<file path="config.mk">
export PLATFORM = sky130hd
export DESIGN_NAME = adaptive_frame_pacer_top
export DESIGN_NICKNAME = d
export VERILOG_FILES = /design/src/rtl/afp_pkg.sv /design/src/rtl/afp_cfg.sv /design/src/rtl/afp_core.sv /design/src/rtl/adaptive_frame_pacer_top.sv
export SDC_FILE = /design/constraint.sdc
export NUM_CORES = 2
export LEC_CHECK = 0
export BUFFER_PORTS_ARGS = -buffer_cell sky130_fd_sc_hd__buf_2
export CAP_MARGIN = 10
export CORE_MARGIN = 2
export CORE_UTILIZATION = 30
export CTS_BUF_LIST = sky130_fd_sc_hd__clkbuf_4
export DETAILED_ROUTE_END_ITERATION = 10
export PLACE_DENSITY = 0.51
export SLEW_MARGIN = 20
export SYNTH_ARGS = -nofsm -noshare
export SYNTH_HDL_FRONTEND = slang
export SYNTH_SLANG_ARGS = --single-unit
</file>
<file path="constraint.sdc">
create_clock -name clk -period 18.9 [get_ports clk]
set_input_delay 2.835 -clock clk [delete_from_list [all_inputs] [get_ports clk]]
set_output_delay 2.835 -clock clk [all_outputs]
set_load 0.005 [all_outputs]
</file>
<file path="src/rtl/afp_pkg.sv">
// Package: shared types, codes and constants of the adaptive frame pacer.
`default_nettype none

package afp_pkg;

    // Defaults for the top-level parameters
    localparam int CYCLE_FRAMES_DEF = 5;
    localparam int TIME_BITS_DEF    = 48;

    // Field widths
    localparam int NOW_W     = 48;
    localparam int PERIOD_W  = 20;
    localparam int PCT_W     = 7;
    localparam int WAIT_W    = 20;
    localparam int CWAIT_W   = 24;
    localparam int COUNT_W   = 32;
    localparam int FIC_W     = 4;
    localparam int CFG_IDX_W = 2;
    localparam int CFG_DAT_W = PERIOD_W;

    // Threshold product period * pct * cycle frames; 31 bits cover the largest cycle length
    localparam int THR_W = 31;
    // Scaled compare 100 * (v + 1) <= threshold product
    localparam int CMP_W = THR_W + 7;
    localparam int PCT_SCALE = 100;

    // Saturation limits
    localparam logic [FIC_W-1:0]   FIC_MAX   = '1;
    localparam logic [WAIT_W-1:0]  WAIT_MAX  = '1;
    localparam logic [CWAIT_W-1:0] CWAIT_MAX = '1;

    // Register reset values
    localparam int PERIOD_RST = 16666;
    localparam int MPCT_RST   = 50;
    localparam int APCT_RST   = 20;

    // Register indexes
    localparam logic [CFG_IDX_W-1:0] REG_FRAME_PERIOD = 2'd0;
    localparam logic [CFG_IDX_W-1:0] REG_MANUAL_PCT   = 2'd1;
    localparam logic [CFG_IDX_W-1:0] REG_AUTOPILOT_PCT = 2'd2;

    // Request types
    localparam logic REQ_START = 1'b0;
    localparam logic REQ_FRAME = 1'b1;

    // Status codes
    localparam logic STAT_OK       = 1'b0;
    localparam logic STAT_BACKWARD = 1'b1;

    // Pacing modes
    localparam logic MODE_AUTO   = 1'b0;
    localparam logic MODE_MANUAL = 1'b1;

    typedef struct packed {
        logic             req_type;
        logic [NOW_W-1:0] now_us;
    } afp_in_t;

    typedef struct packed {
        logic               status;
        logic               mode;
        logic [WAIT_W-1:0]  wait_us;
        logic [COUNT_W-1:0] frames_total;
        logic [COUNT_W-1:0] frames_auto;
        logic [COUNT_W-1:0] frames_manual;
    } afp_out_t;

    // Live configuration handed to the step logic
    typedef struct packed {
        logic [PERIOD_W-1:0] frame_period_us;
        logic [THR_W-1:0]    thr_manual;
        logic [THR_W-1:0]    thr_auto;
    } afp_cfg_t;

endpackage

`default_nettype wire

</file>
<file path="src/rtl/afp_cfg.sv">
// Configuration registers and precomputed mode-switch threshold products.
`default_nettype none

module afp_cfg #(
    parameter int CYCLE_FRAMES = afp_pkg::CYCLE_FRAMES_DEF
) (
    input  wire logic                          clk,
    input  wire logic                          rst_n,
    input  wire logic                          cfg_we,
    input  wire logic [afp_pkg::CFG_IDX_W-1:0] cfg_index,
    input  wire logic [afp_pkg::CFG_DAT_W-1:0] cfg_data,
    output afp_pkg::afp_cfg_t                  cfg
);

    localparam logic [afp_pkg::THR_W-1:0] THR_M_RST =
        afp_pkg::THR_W'(afp_pkg::PERIOD_RST * afp_pkg::MPCT_RST * CYCLE_FRAMES);
    localparam logic [afp_pkg::THR_W-1:0] THR_A_RST =
        afp_pkg::THR_W'(afp_pkg::PERIOD_RST * afp_pkg::APCT_RST * CYCLE_FRAMES);

    logic [afp_pkg::PERIOD_W-1:0] period_reg, period_next;
    logic [afp_pkg::PCT_W-1:0]    mpct_reg, mpct_next;
    logic [afp_pkg::PCT_W-1:0]    apct_reg, apct_next;
    logic [afp_pkg::THR_W-1:0]    thr_m_reg, thr_m_next;
    logic [afp_pkg::THR_W-1:0]    thr_a_reg, thr_a_next;

    always_comb
    begin
        period_next = period_reg;
        mpct_next   = mpct_reg;
        apct_next   = apct_reg;
        if (cfg_we)
        begin
            case (cfg_index)
                afp_pkg::REG_FRAME_PERIOD:  period_next = cfg_data;
                afp_pkg::REG_MANUAL_PCT:    mpct_next = cfg_data[afp_pkg::PCT_W-1:0];
                afp_pkg::REG_AUTOPILOT_PCT: apct_next = cfg_data[afp_pkg::PCT_W-1:0];
                default: ;
            endcase
        end
        // Expected cycle time times percent; the /100 is folded into the compare
        thr_m_next = afp_pkg::THR_W'(32'(period_next) * 32'(mpct_next) * 32'(CYCLE_FRAMES));
        thr_a_next = afp_pkg::THR_W'(32'(period_next) * 32'(apct_next) * 32'(CYCLE_FRAMES));
    end

    always_ff @(posedge clk or negedge rst_n)
    begin
        if (!rst_n)
        begin
            period_reg <= afp_pkg::PERIOD_W'(afp_pkg::PERIOD_RST);
            mpct_reg   <= afp_pkg::PCT_W'(afp_pkg::MPCT_RST);
            apct_reg   <= afp_pkg::PCT_W'(afp_pkg::APCT_RST);
            thr_m_reg  <= THR_M_RST;
            thr_a_reg  <= THR_A_RST;
        end
        else
        begin
            period_reg <= period_next;
            mpct_reg   <= mpct_next;
            apct_reg   <= apct_next;
            thr_m_reg  <= thr_m_next;
            thr_a_reg  <= thr_a_next;
        end
    end

    assign cfg.frame_period_us = period_reg;
    assign cfg.thr_manual      = thr_m_reg;
    assign cfg.thr_auto        = thr_a_reg;

endmodule

`default_nettype wire

</file>
<file path="src/rtl/afp_core.sv">
// Pacer state and the single-pass step logic for one word.
`default_nettype none

module afp_core #(
    parameter int CYCLE_FRAMES = afp_pkg::CYCLE_FRAMES_DEF,
    parameter int TIME_BITS    = afp_pkg::TIME_BITS_DEF
) (
    input  wire logic              clk,
    input  wire logic              rst_n,
    input  wire afp_pkg::afp_cfg_t cfg,
    input  wire afp_pkg::afp_in_t  item,
    input  wire logic              advance,
    output afp_pkg::afp_out_t      result
);

    localparam int TB = TIME_BITS;

    logic                        mode_reg, mode_next;
    logic [TB-1:0]               deadline_reg, deadline_next;
    logic [TB-1:0]               cstart_reg, cstart_next;
    logic [afp_pkg::FIC_W-1:0]   fic_reg, fic_next;
    logic [afp_pkg::CWAIT_W-1:0] cw_reg, cw_next;
    logic [afp_pkg::COUNT_W-1:0] total_reg, total_next;
    logic [afp_pkg::COUNT_W-1:0] auto_reg, auto_next;
    logic [afp_pkg::COUNT_W-1:0] manual_reg, manual_next;

    logic [TB-1:0]               now, period, elapsed, now_plus_p;
    logic [TB-1:0]               dl_eff, dl_diff, dl_adv, dl_new, t_end, wait_full;
    logic [afp_pkg::CMP_W-1:0]   el_scaled, cw_scaled;
    logic                        due, backward, recon, el_below, cw_below;
    logic                        engage, release_auto, mode_eff, ahead;
    logic [afp_pkg::CWAIT_W-1:0] cw_eff, wait24, cw_acc;
    logic [afp_pkg::CWAIT_W:0]   acc;
    logic [afp_pkg::WAIT_W-1:0]  wait20, wait_out;
    logic                        status;

    always_comb
    begin
        now    = TB'(item.now_us);
        period = TB'(cfg.frame_period_us);

        due      = fic_reg >= afp_pkg::FIC_W'(CYCLE_FRAMES);
        backward = now < cstart_reg;
        recon    = due && !backward;

        // elapsed < floor(thr / 100)  <=>  100 * elapsed + 100 <= thr
        elapsed   = now - cstart_reg;
        el_scaled = afp_pkg::CMP_W'(elapsed[afp_pkg::THR_W-1:0]) *
                    afp_pkg::CMP_W'(afp_pkg::PCT_SCALE) + afp_pkg::CMP_W'(afp_pkg::PCT_SCALE);
        el_below  = (elapsed[TB-1:afp_pkg::THR_W] == '0) &&
                    (el_scaled <= afp_pkg::CMP_W'(cfg.thr_manual));
        cw_scaled = afp_pkg::CMP_W'(cw_reg) * afp_pkg::CMP_W'(afp_pkg::PCT_SCALE) +
                    afp_pkg::CMP_W'(afp_pkg::PCT_SCALE);
        cw_below  = cw_scaled <= afp_pkg::CMP_W'(cfg.thr_auto);

        engage       = recon && (mode_reg == afp_pkg::MODE_AUTO) && el_below;
        release_auto = recon && (mode_reg == afp_pkg::MODE_MANUAL) && cw_below;
        if (engage)
            mode_eff = afp_pkg::MODE_MANUAL;
        else if (release_auto)
            mode_eff = afp_pkg::MODE_AUTO;
        else
            mode_eff = mode_reg;
        cw_eff = recon ? '0 : cw_reg;

        // Deadline handling in manual pacing
        now_plus_p = now + period;
        dl_eff     = engage ? now_plus_p : deadline_reg;
        ahead      = now < dl_eff;
        dl_diff    = dl_eff - now;
        t_end      = ahead ? dl_eff : now;
        dl_adv     = dl_eff + period;
        dl_new     = (dl_adv < t_end) ? (ahead ? dl_adv : now_plus_p) : dl_adv;
        wait_full  = ahead ? dl_diff : '0;

        wait24 = (wait_full[TB-1:afp_pkg::CWAIT_W] != '0) ? afp_pkg::CWAIT_MAX :
                 wait_full[afp_pkg::CWAIT_W-1:0];
        acc    = {1'b0, cw_eff} + {1'b0, wait24};
        cw_acc = acc[afp_pkg::CWAIT_W] ? afp_pkg::CWAIT_MAX : acc[afp_pkg::CWAIT_W-1:0];
        wait20 = (wait_full[TB-1:afp_pkg::WAIT_W] != '0) ? afp_pkg::WAIT_MAX :
                 wait_full[afp_pkg::WAIT_W-1:0];

        mode_next     = mode_reg;
        deadline_next = deadline_reg;
        cstart_next   = cstart_reg;
        fic_next      = fic_reg;
        cw_next       = cw_reg;
        total_next    = total_reg;
        auto_next     = auto_reg;
        manual_next   = manual_reg;
        status        = afp_pkg::STAT_OK;
        wait_out      = '0;

        if (item.req_type == afp_pkg::REQ_START)
        begin
            mode_next     = afp_pkg::MODE_AUTO;
            deadline_next = now;
            cstart_next   = now;
            fic_next      = '0;
            cw_next       = '0;
            total_next    = '0;
            auto_next     = '0;
            manual_next   = '0;
        end
        else
        begin
            total_next = total_reg + 1'b1;
            fic_next   = (fic_reg != afp_pkg::FIC_MAX) ? fic_reg + 1'b1 : fic_reg;
            if (due && backward)
            begin
                // Hold mode and cycle start; only the total and frame-in-cycle counts move
                status = afp_pkg::STAT_BACKWARD;
            end
            else
            begin
                if (recon)
                begin
                    cstart_next = now;
                    fic_next    = '0;
                end
                mode_next     = mode_eff;
                deadline_next = dl_eff;
                cw_next       = cw_eff;
                if (mode_eff == afp_pkg::MODE_AUTO)
                begin
                    auto_next = auto_reg + 1'b1;
                end
                else
                begin
                    manual_next   = manual_reg + 1'b1;
                    deadline_next = dl_new;
                    wait_out      = wait20;
                    if (ahead)
                        cw_next = cw_acc;
                end
            end
        end

        result.status        = status;
        result.mode          = mode_next;
        result.wait_us       = wait_out;
        result.frames_total  = total_next;
        result.frames_auto   = auto_next;
        result.frames_manual = manual_next;
    end

    always_ff @(posedge clk or negedge rst_n)
    begin
        if (!rst_n)
        begin
            mode_reg     <= afp_pkg::MODE_AUTO;
            deadline_reg <= '0;
            cstart_reg   <= '0;
            fic_reg      <= '0;
            cw_reg       <= '0;
            total_reg    <= '0;
            auto_reg     <= '0;
            manual_reg   <= '0;
        end
        else if (advance)
        begin
            mode_reg     <= mode_next;
            deadline_reg <= deadline_next;
            cstart_reg   <= cstart_next;
            fic_reg      <= fic_next;
            cw_reg       <= cw_next;
            total_reg    <= total_next;
            auto_reg     <= auto_next;
            manual_reg   <= manual_next;
        end
    end

endmodule

`default_nettype wire

</file>
<file path="src/rtl/adaptive_frame_pacer_top.sv">
// Top level of the adaptive frame pacer: handshake, input and result registers.
`default_nettype none

// Adaptive frame pacer. A start word (req_type 0) resets pacing to autopilot at
// the given microsecond time; each frame word (req_type 1) returns exactly one
// result word with status, mode, the wait to the next deadline (manual pacing
// only) and three wrapping frame counters. Every CYCLE_FRAMES frames plus one,
// the pacer reconsiders its mode from the elapsed cycle time and the waiting it
// accumulated, against thresholds set by the frame period and the two percent
// registers. Throughput is one word per clock unless the output stalls: a word
// is taken into the input register and passes one short compare-and-add step
// into the result register, from which it leaves on the result channel.
// The step logic is the only thing between the two registers, so it sets the
// clock rate; the threshold products are registered alongside the configuration
// registers. Write the configuration port only while no word is in flight. A
// stall on the output holds the result register and then the input register;
// in_stall rises only when both are full.

module adaptive_frame_pacer_top #(
    parameter int CYCLE_FRAMES = afp_pkg::CYCLE_FRAMES_DEF,
    parameter int TIME_BITS    = afp_pkg::TIME_BITS_DEF
) (
    input  wire logic                          clk,
    input  wire logic                          rst_n,
    // Input channel
    input  wire logic                          in_valid,
    output logic                               in_stall,
    input  wire afp_pkg::afp_in_t              in_word,
    // Result channel
    output logic                               out_valid,
    input  wire logic                          out_stall,
    output afp_pkg::afp_out_t                  out_word,
    // Configuration write port
    input  wire logic                          cfg_we,
    input  wire logic [afp_pkg::CFG_IDX_W-1:0] cfg_index,
    input  wire logic [afp_pkg::CFG_DAT_W-1:0] cfg_data
);

    afp_pkg::afp_cfg_t cfg;
    afp_pkg::afp_in_t  s1_word_reg;
    afp_pkg::afp_out_t out_word_reg;
    afp_pkg::afp_out_t step_result;

    logic s1_valid_reg, s1_valid_next;
    logic out_valid_reg, out_valid_next;
    logic out_open, advance, in_fire;

    // Result register can take a word when empty or being drained
    assign out_open = !out_valid_reg || !out_stall;
    // Move the held word through the step logic; pacer state commits here
    assign advance  = s1_valid_reg && out_open;
    assign in_stall = s1_valid_reg && !out_open;
    assign in_fire  = in_valid && !in_stall;

    always_comb
    begin
        s1_valid_next = s1_valid_reg;
        if (in_fire)
            s1_valid_next = 1'b1;
        else if (advance)
            s1_valid_next = 1'b0;
        out_valid_next = out_open ? s1_valid_reg : out_valid_reg;
    end

    always_ff @(posedge clk or negedge rst_n)
    begin
        if (!rst_n)
        begin
            s1_valid_reg  <= 1'b0;
            out_valid_reg <= 1'b0;
        end
        else
        begin
            s1_valid_reg  <= s1_valid_next;
            out_valid_reg <= out_valid_next;
        end
    end

    // Payload registers: load on their handshake, hold otherwise
    always_ff @(posedge clk)
    begin
        if (in_fire)
            s1_word_reg <= in_word;
        if (advance)
            out_word_reg <= step_result;
    end

    afp_cfg #(
        .CYCLE_FRAMES (CYCLE_FRAMES)
    ) u_cfg (
        .clk       (clk),
        .rst_n     (rst_n),
        .cfg_we    (cfg_we),
        .cfg_index (cfg_index),
        .cfg_data  (cfg_data),
        .cfg       (cfg)
    );

    afp_core #(
        .CYCLE_FRAMES (CYCLE_FRAMES),
        .TIME_BITS    (TIME_BITS)
    ) u_core (
        .clk     (clk),
        .rst_n   (rst_n),
        .cfg     (cfg),
        .item    (s1_word_reg),
        .advance (advance),
        .result  (step_result)
    );

    assign out_valid = out_valid_reg;
    assign out_word  = out_word_reg;

endmodule

`default_nettype wire
</file>
## Word-level counts from Yosys, hierarchy flattened

Cells that the tools add are included.

- Register bits: 484
- Output and inout port bits: 120
- Word-level logic and storage cells: 121
- Input bits: 76
- ROM bits: 0
- RAM bits: 0
- Memories kept: 0
- Latch bits: 0

- Bitwise operators: 3
- Add/sub/neg operators: 11
- Mux-type cells: 43
- Reduce and logical (&&, ||, !) cells: 24
- $lt $le $gt $ge: 6
- Equal/unequal tests: 5
- Shift operators: 0
- Divide/modulo/power cells: 0
- Multipliers: 6

Operators with widths:

| cell | number |
|---|---|
| $mux W48 | 11 |
| $mux W32 | 7 |
| $mux W24 | 7 |
| $lt A48 B48 Y1 | 3 |
| $add A32 B1 Y32 const B | 3 |
| $add A48 B20 Y48 | 2 |
| $sub A48 B48 Y48 | 2 |
| $le A38 B30 Y1 | 2 |
| $mul A27 B3 Y30 const B | 2 |
| $mux W20 | 3 |
| $mul A20 B7 Y27 | 2 |
| $add A38 B7 Y38 const B | 1 |
| $mul A31 B5 Y36 const B | 1 |
| $add A31 B7 Y32 const B | 1 |
| $mul A24 B5 Y29 const B | 1 |
| $mux W7 | 4 |
| $reduce_bool A28 Y1 | 1 |
| $add A24 B24 Y25 | 1 |
| $reduce_bool A24 Y1 | 1 |
| $logic_not A17 Y1 | 1 |
| $mux W4 | 4 |
| $logic_and A1 B1 Y1 | 10 |
| $mux W1 | 7 |
| $logic_not A1 Y1 | 5 |
| 14 further kinds | 16 |

## Logic depth before layout (Yosys ltp)

- Word-level depth: 17
- Depth in mapped cells: 87
- Mapped depth without buffers: 80

## Hierarchy

A second synthesis with hierarchy kept.

- Cells, all modules: 6427
- Area total of the unflattened synthesis: 54756.3 µm²

Modules (own cells, without submodules):

| module | cells an instance | area each (µm²) | times used | sequential area each (µm²) |
|---|---|---|---|---|
| afp_core | 4681 | 35447.7 | 1 | 5530.3 |
| afp_cfg | 1571 | 14201.1 | 1 | 2393.5 |
| adaptive_frame_pacer_top | 175 | 5107.4 | 1 | 5064.9 |

## Least setup slack after synthesis

OpenSTA, ideal clock, no wires.

- Path type: register -> register
- Start: register s1_word_reg[1] (netlist name)
- End: register u_core.cw_reg[11] (netlist name)
- Path buffers: 7
- Stages on the path, launching flop included: 83
- Setup time: 132 ps
- Setup slack: 1523 ps
- Period minus slack after synthesis: 17377 ps
- Arrival time: 17245 ps
- Cells stage by stage: edfxtp_1 > ha_1 > nor2b_1 > o31a_1 > o32a_1 > a21oi_1 > o21ai_0 > a21oi_1 > xnor2_1 > ha_1 > ha_1 > inv_1 > fa_1 > inv_1 > ha_1 > a21o_1 > a21o_1 > a221oi_1 > [47 not listed] > a21oi_1 > nor2_1 > nor2_1 > nor2b_1 > o21a_1 > o41ai_1 > o21ai_0 > o211ai_1 > a31oi_1 > a21o_1 > a21oi_1 > o21bai_1 > o311a_1 > or4_1 > clkbuf_1 > buf_2 > o221ai_1 > o21ai_1

- Cells in the longest elaborated chain, start to end: 17

Ends and longest elaborated chain:

| item | RTL line | text |
|---|---|---|
| start, declared | adaptive_frame_pacer_top.sv:40 | `afp_pkg::afp_in_t s1_word_reg;` |
| start signal, assigned | adaptive_frame_pacer_top.sv:83 | `s1_word_reg <= in_word;` |
| $sub A48 B48 Y48 | afp_core.sv:47 | `elapsed = now - cstart_reg;` |
| $mul A31 B5 Y36 | afp_core.sv:48 | `el_scaled = afp_pkg::CMP_W'(elapsed[afp_pkg::THR_W-1:0]) *` |
| $add A38 B7 Y38 | afp_core.sv:49 | `afp_pkg::CMP_W'(afp_pkg::PCT_SCALE) + afp_pkg::CMP_W'(afp_pkg::PCT_SCALE);` |
| $le A38 B30 Y1 | afp_core.sv:51 | `(el_scaled <= afp_pkg::CMP_W'(cfg.thr_manual));` |
| $logic_and A1 B1 Y1 | afp_core.sv:50 | `el_below = (elapsed[TB-1:afp_pkg::THR_W] == '0) &&` |
| $logic_and A1 B1 Y1 | afp_core.sv:56 | `engage = recon && (mode_reg == afp_pkg::MODE_AUTO) && el_below;` |
| $mux W48 | afp_core.sv:68 | `dl_eff = engage ? now_plus_p : deadline_reg;` |
| $sub A48 B48 Y48 / $lt A48 B48 Y1 (equally long branches) | afp_core.sv:70, afp_core.sv:69 |  |
| $mux W48 | afp_core.sv:74 | `wait_full = ahead ? dl_diff : '0;` |
| $reduce_bool A24 Y1 | afp_core.sv:76 | `wait24 = (wait_full[TB-1:afp_pkg::CWAIT_W] != '0) ? afp_pkg::CWAIT_MAX :` |
| $mux W24 | afp_core.sv:76 |  |
| $add A24 B24 Y25 | afp_core.sv:78 | `acc = {1'b0, cw_eff} + {1'b0, wait24};` |
| $mux W24 | afp_core.sv:79 | `cw_acc = acc[afp_pkg::CWAIT_W] ? afp_pkg::CWAIT_MAX : acc[afp_pkg::CWAIT_W-1:0];` |
| $mux W24 | afp_core.sv:133 | `if (ahead)` |
| $mux W24 | afp_core.sv:124 | `if (mode_eff == afp_pkg::MODE_AUTO)` |
| $mux W24 | afp_core.sv:109 | `if (due && backward)` |
| $mux W24 | afp_core.sv:94 | `if (item.req_type == afp_pkg::REQ_START)` |
| end signal, assigned | afp_core.sv:166 | `cw_reg <= cw_next;` |
| end, declared | afp_core.sv:22 | `logic [afp_pkg::CWAIT_W-1:0] cw_reg, cw_next;` |

Parallel ways exist; a longest one is shown, timed or not. The select of a mux whose other input is x is not followed.
A chain may end at the register's enable or synchronous reset.

## Worst setup path after layout

- Start: register s1_word_reg[1] (netlist name)
- End: register u_core.cw_reg[17] (netlist name)

Same word-level chain as after synthesis.

==> results.py <==
metrics = {
    "logic_synthesis": {
        "yosys_most_used_dff": "dfrtp_1",
        "synth.ff_latch_count": 484,
        "netlist_area_mm2": 0.0532,
        "synth_area_leader_cell": "ha_1",
        "syn-num-nets": 7230,
        "synthesized_area_fraction_occupied_by_adder_cells_pct": 23.5,
        "synth_warnings": 0,
        "number_of_distinct_library_cell_variants_in_the_gate_level_netlist_after_synthesis": 103,
        "synth-compound-area-share_pct": 16.7,
        "async_sr_flop_fraction_pct": 65.5,
        "edff_count_synth": 167,
        "synthMuxAreaShare_pct": 3.92,
        "synth_top_family_by_area": "adder cells",
        "yosys.area_share.xor_xnor_pct": 7.40,
        "synthDominantCellAreaShare_pct": 14.9,
        "synth_area_per_cell_um2": 8.46,
        "syn_inst": 6291,
        "netlist_top_cells_area": "ha_1 (15%), dfrtp_1 (13%), edfxtp_1 (9.4%)",
        "ys_seq_area_share_pct": 24.4,
        "synth_simple_gate_area_share_pct": 17.5,
    },
    "setup_path": {
        "critical_path_top_delay_cell": "fa_1",
        "worst-setup-path-type": "reg2reg",
        "critPathRequiredTime_ns": 19.99,
        "timing.critical_path.arrival_ns": 19.16,
        "setup.worst_path.start_class": "flop",
        "timing.critical_path.to_type": "flop",
        "worst_stage_delay_on_the_critical_path_ns": 0.53,
        "cp_common_cell": "ha_1",
        "critical_path.max_fanout": 24,
    },
    "timing": {
        "final_setup_viols": 0,
        "timing.clock.skew_ns": 0.135,
        "worst_slew_pin_slew_ns": 1.07,
        "finalMaxSlewViolations": 0,
        "timing.max_slew.rel_slack_pct": 28.7,
        "achievable-frequency_mhz": 55.3,
        "shortest_period_the_worst_path_allows_ns": 18.07,
        "hold_violations": 0,
        "final_min_period_over_clock_period_pct": 95.6,
    },
    "clock_tree": {
        "tritoncts_clock_tree": "yes",
        "cts_htree_levels": 4,
        "cts.root.buffer_cell": "clkbuf_4",
        "ctsLongestPathBuffers": 3,
        "numClockSinks": 484,
        "post_cts_hold_buffer_count": 0,
        "clock_latency_ns": 1.23,
        "tritoncts.num_buffers": 154,
        "clkSlewWorstSetupHoldPaths_ns": 0.07,
    },
    "grt": {
        "first_pass_grt_wire_length_mm": 266,
        "grt_pass1_vias": 45800,
        "use_met2_pct": 31.3,
        "grt.busiest_layer": "met2",
        "grt.met1_usage_pct": 24.1,
        "antenna_found_initial": 4,
        "grt.total_usage_pct": 18.7,
        "grt.overflow.total": 0,
        "largest_net_degree_at_the_start_of_global_routing": 97,
        "groute.layer.met3.usage_pct": 3.34,
    },
    "worst_hold_path": {
        "hold_path_class": "reg2reg",
    },
    "route": {
        "first_pass_iters": 6,
        "post_route_drc": 0,
        "antenna_left": 0,
        "route.detailed.vias_per_inst": 5.15,
        "wirelength_mm": 172,
        "num_vias": 46300,
        "route.detailed.wl_per_inst_um": 19.1,
        "drt-initial-drc-count": 3219,
    },
    "layout": {
        "design.final.nets": 7450,
        "final_design_area_no_fill_mm2": 0.0595,
        "area_delta_synth_final_pct": 11.7,
        "layout-drive-gt1-share_pct": 11.5,
        "flip_flop_count_of_the_largest_register_all_copies_and_words_added": 118,
    },
    "place": {
        "placement.cell_area_mm2": 0.0570,
        "dp_hpwl_mm": 134,
        "portBuffers": 195,
        "gp_congestion": 0.962,
    },
    "die": {
        "die_area_mm2": 0.181,
        "std_cell_core_area_mm2": 0.176,
        "dieHeight_um": 425,
        "die_w_um": 425,
        "number_of_rows_in_the_core_area": 154,
        "initial_utilization_pct": 30.2,
        "pin_count": 196,
    },
    "run": {
        "maxCapViolCount": 0,
    },
    "outcome": {
        "outcome": "finished clean",
    },
}
-- logic make-up (layout without fill, tap and decap cells) --
logic type / after synthesis / in the layout
buffers and inverters: 917 / 1261
AO/OA/AOI/OAI: 1404 / 1404
AND/OR/NAND/NOR: 1972 / 1972
flip-flops: 484 / 484
other: 0 / 8
multiplexers: 201 / 201
adder cells (fa/ha/maj): 863 / 863
XOR/XNOR: 450 / 450
-- cell type report --
class	count	area (um^2)
Fill cell	18700	117000
Multi-Input combinational cell	4890	37100
Sequential cell	484	13000
Tap cell	2340	2930
Inverter	670	2520
Timing Repair Buffer	311	1880
Clock buffer	220	1650
Clock inverter	60	370
Antenna cell	8	20.0
-- cell usage in the layout (no fill, tap or decap), types with 114 or more instances in the layout --
cell      count
dfrtp_1     284
buf_2       194
edfxtp_1    167
xor2_1      148
nand3_1     174
mux2i_1     141
a21oi_1     394
xnor2_1     296
nor2_1      517
ha_1        628
o21ai_0     282
inv_1       658
clkbuf_4    220
buf_4       114
nand2_1     623
a21o_1      154
fa_1        228
nor3_1      140
-- final timing paths --
kind,slack [ns],cells past startpoint,to,start
min in group asynchronous,1.65,1,u_core.cstart_reg[19],rst_n
setup / recovery,0.83,80,u_core.cw_reg[17],s1_word_reg[1]
hold / removal,0.48,2,u_core.deadline_reg[10],u_core.deadline_reg[10]
setup reg to reg,0.83,80,u_core.cw_reg[17],s1_word_reg[1]
max in group asynchronous,14.80,3,u_cfg.thr_a_reg[12],rst_n
hold reg to reg,0.48,2,u_core.deadline_reg[10],u_core.deadline_reg[10]
-- per-layer routing --
metal  vias up  routed length (um)
met5         -                   0
met4         0                5760
met3       285                8780
met2      1212               80900
met1     22400               76200
li1      22400                   -
-- critical path: cells and delay by family, from the launching register on --
family                   cells  cell delay, ns
buffers and inverters        7            0.92
XOR/XNOR                     3            0.45
flip-flops                   1            0.50
adder cells (fa/ha/maj)     10            3.34
AND/OR/NAND/NOR             24            4.90
AO/OA/AOI/OAI               34            7.17
multiplexers                 2            0.61
-- synth_stat cells (31+ instances only) --
master    number
inv_1        660
ha_1         635
nand2_1      624
nor2_1       518
a21oi_1      404
xnor2_1      299
o21ai_0      290
dfrtp_1      284
fa_1         228
clkbuf_1     204
nand3_1      174
edfxtp_1     167
a21o_1       155
xor2_1       151
mux2i_1      143
nor3_1       142
nand4_1       81
o21a_1        75
and3_1        74
and2_1        73
o21ai_1       60
o31ai_1       57
mux2_2        56
nor2b_1       52
nand2b_1      50
a31oi_1       42
o21bai_1      38
a211oi_1      36
nor4_1        36
or3_1         34
dfstp_2       33
o211ai_1      31
-- what timing repair did --
item / 4_1_cts / 5_1_grt
resized for setup: 4 / 65
pin swaps: 0 / 14
setup buffers: 0 / 16
setup endpoints to repair: 24 / 72
-- through the flow --
step	instances	utilization [%]	setup slack, ns	hold WS (ns)	TNS (ns)
2_1_floorplan	6291	-	1.52	0.452	0
3_3_place_gp	8679	32.3	0.190	0.474	0
3_5_place_dp	8679	32.3	-0.214	0.477	-1.93
4_1_cts	8959	33.5	0.0114	0.491	0
5_1_grt	8982	33.7	-0.127	0.521	-0.414
6_report	8983	33.7	0.832	0.480	0
Power is left out: the tool's default activity adds up to more than one toggle a clock period on the data nets, which glitch-free logic cannot reach.
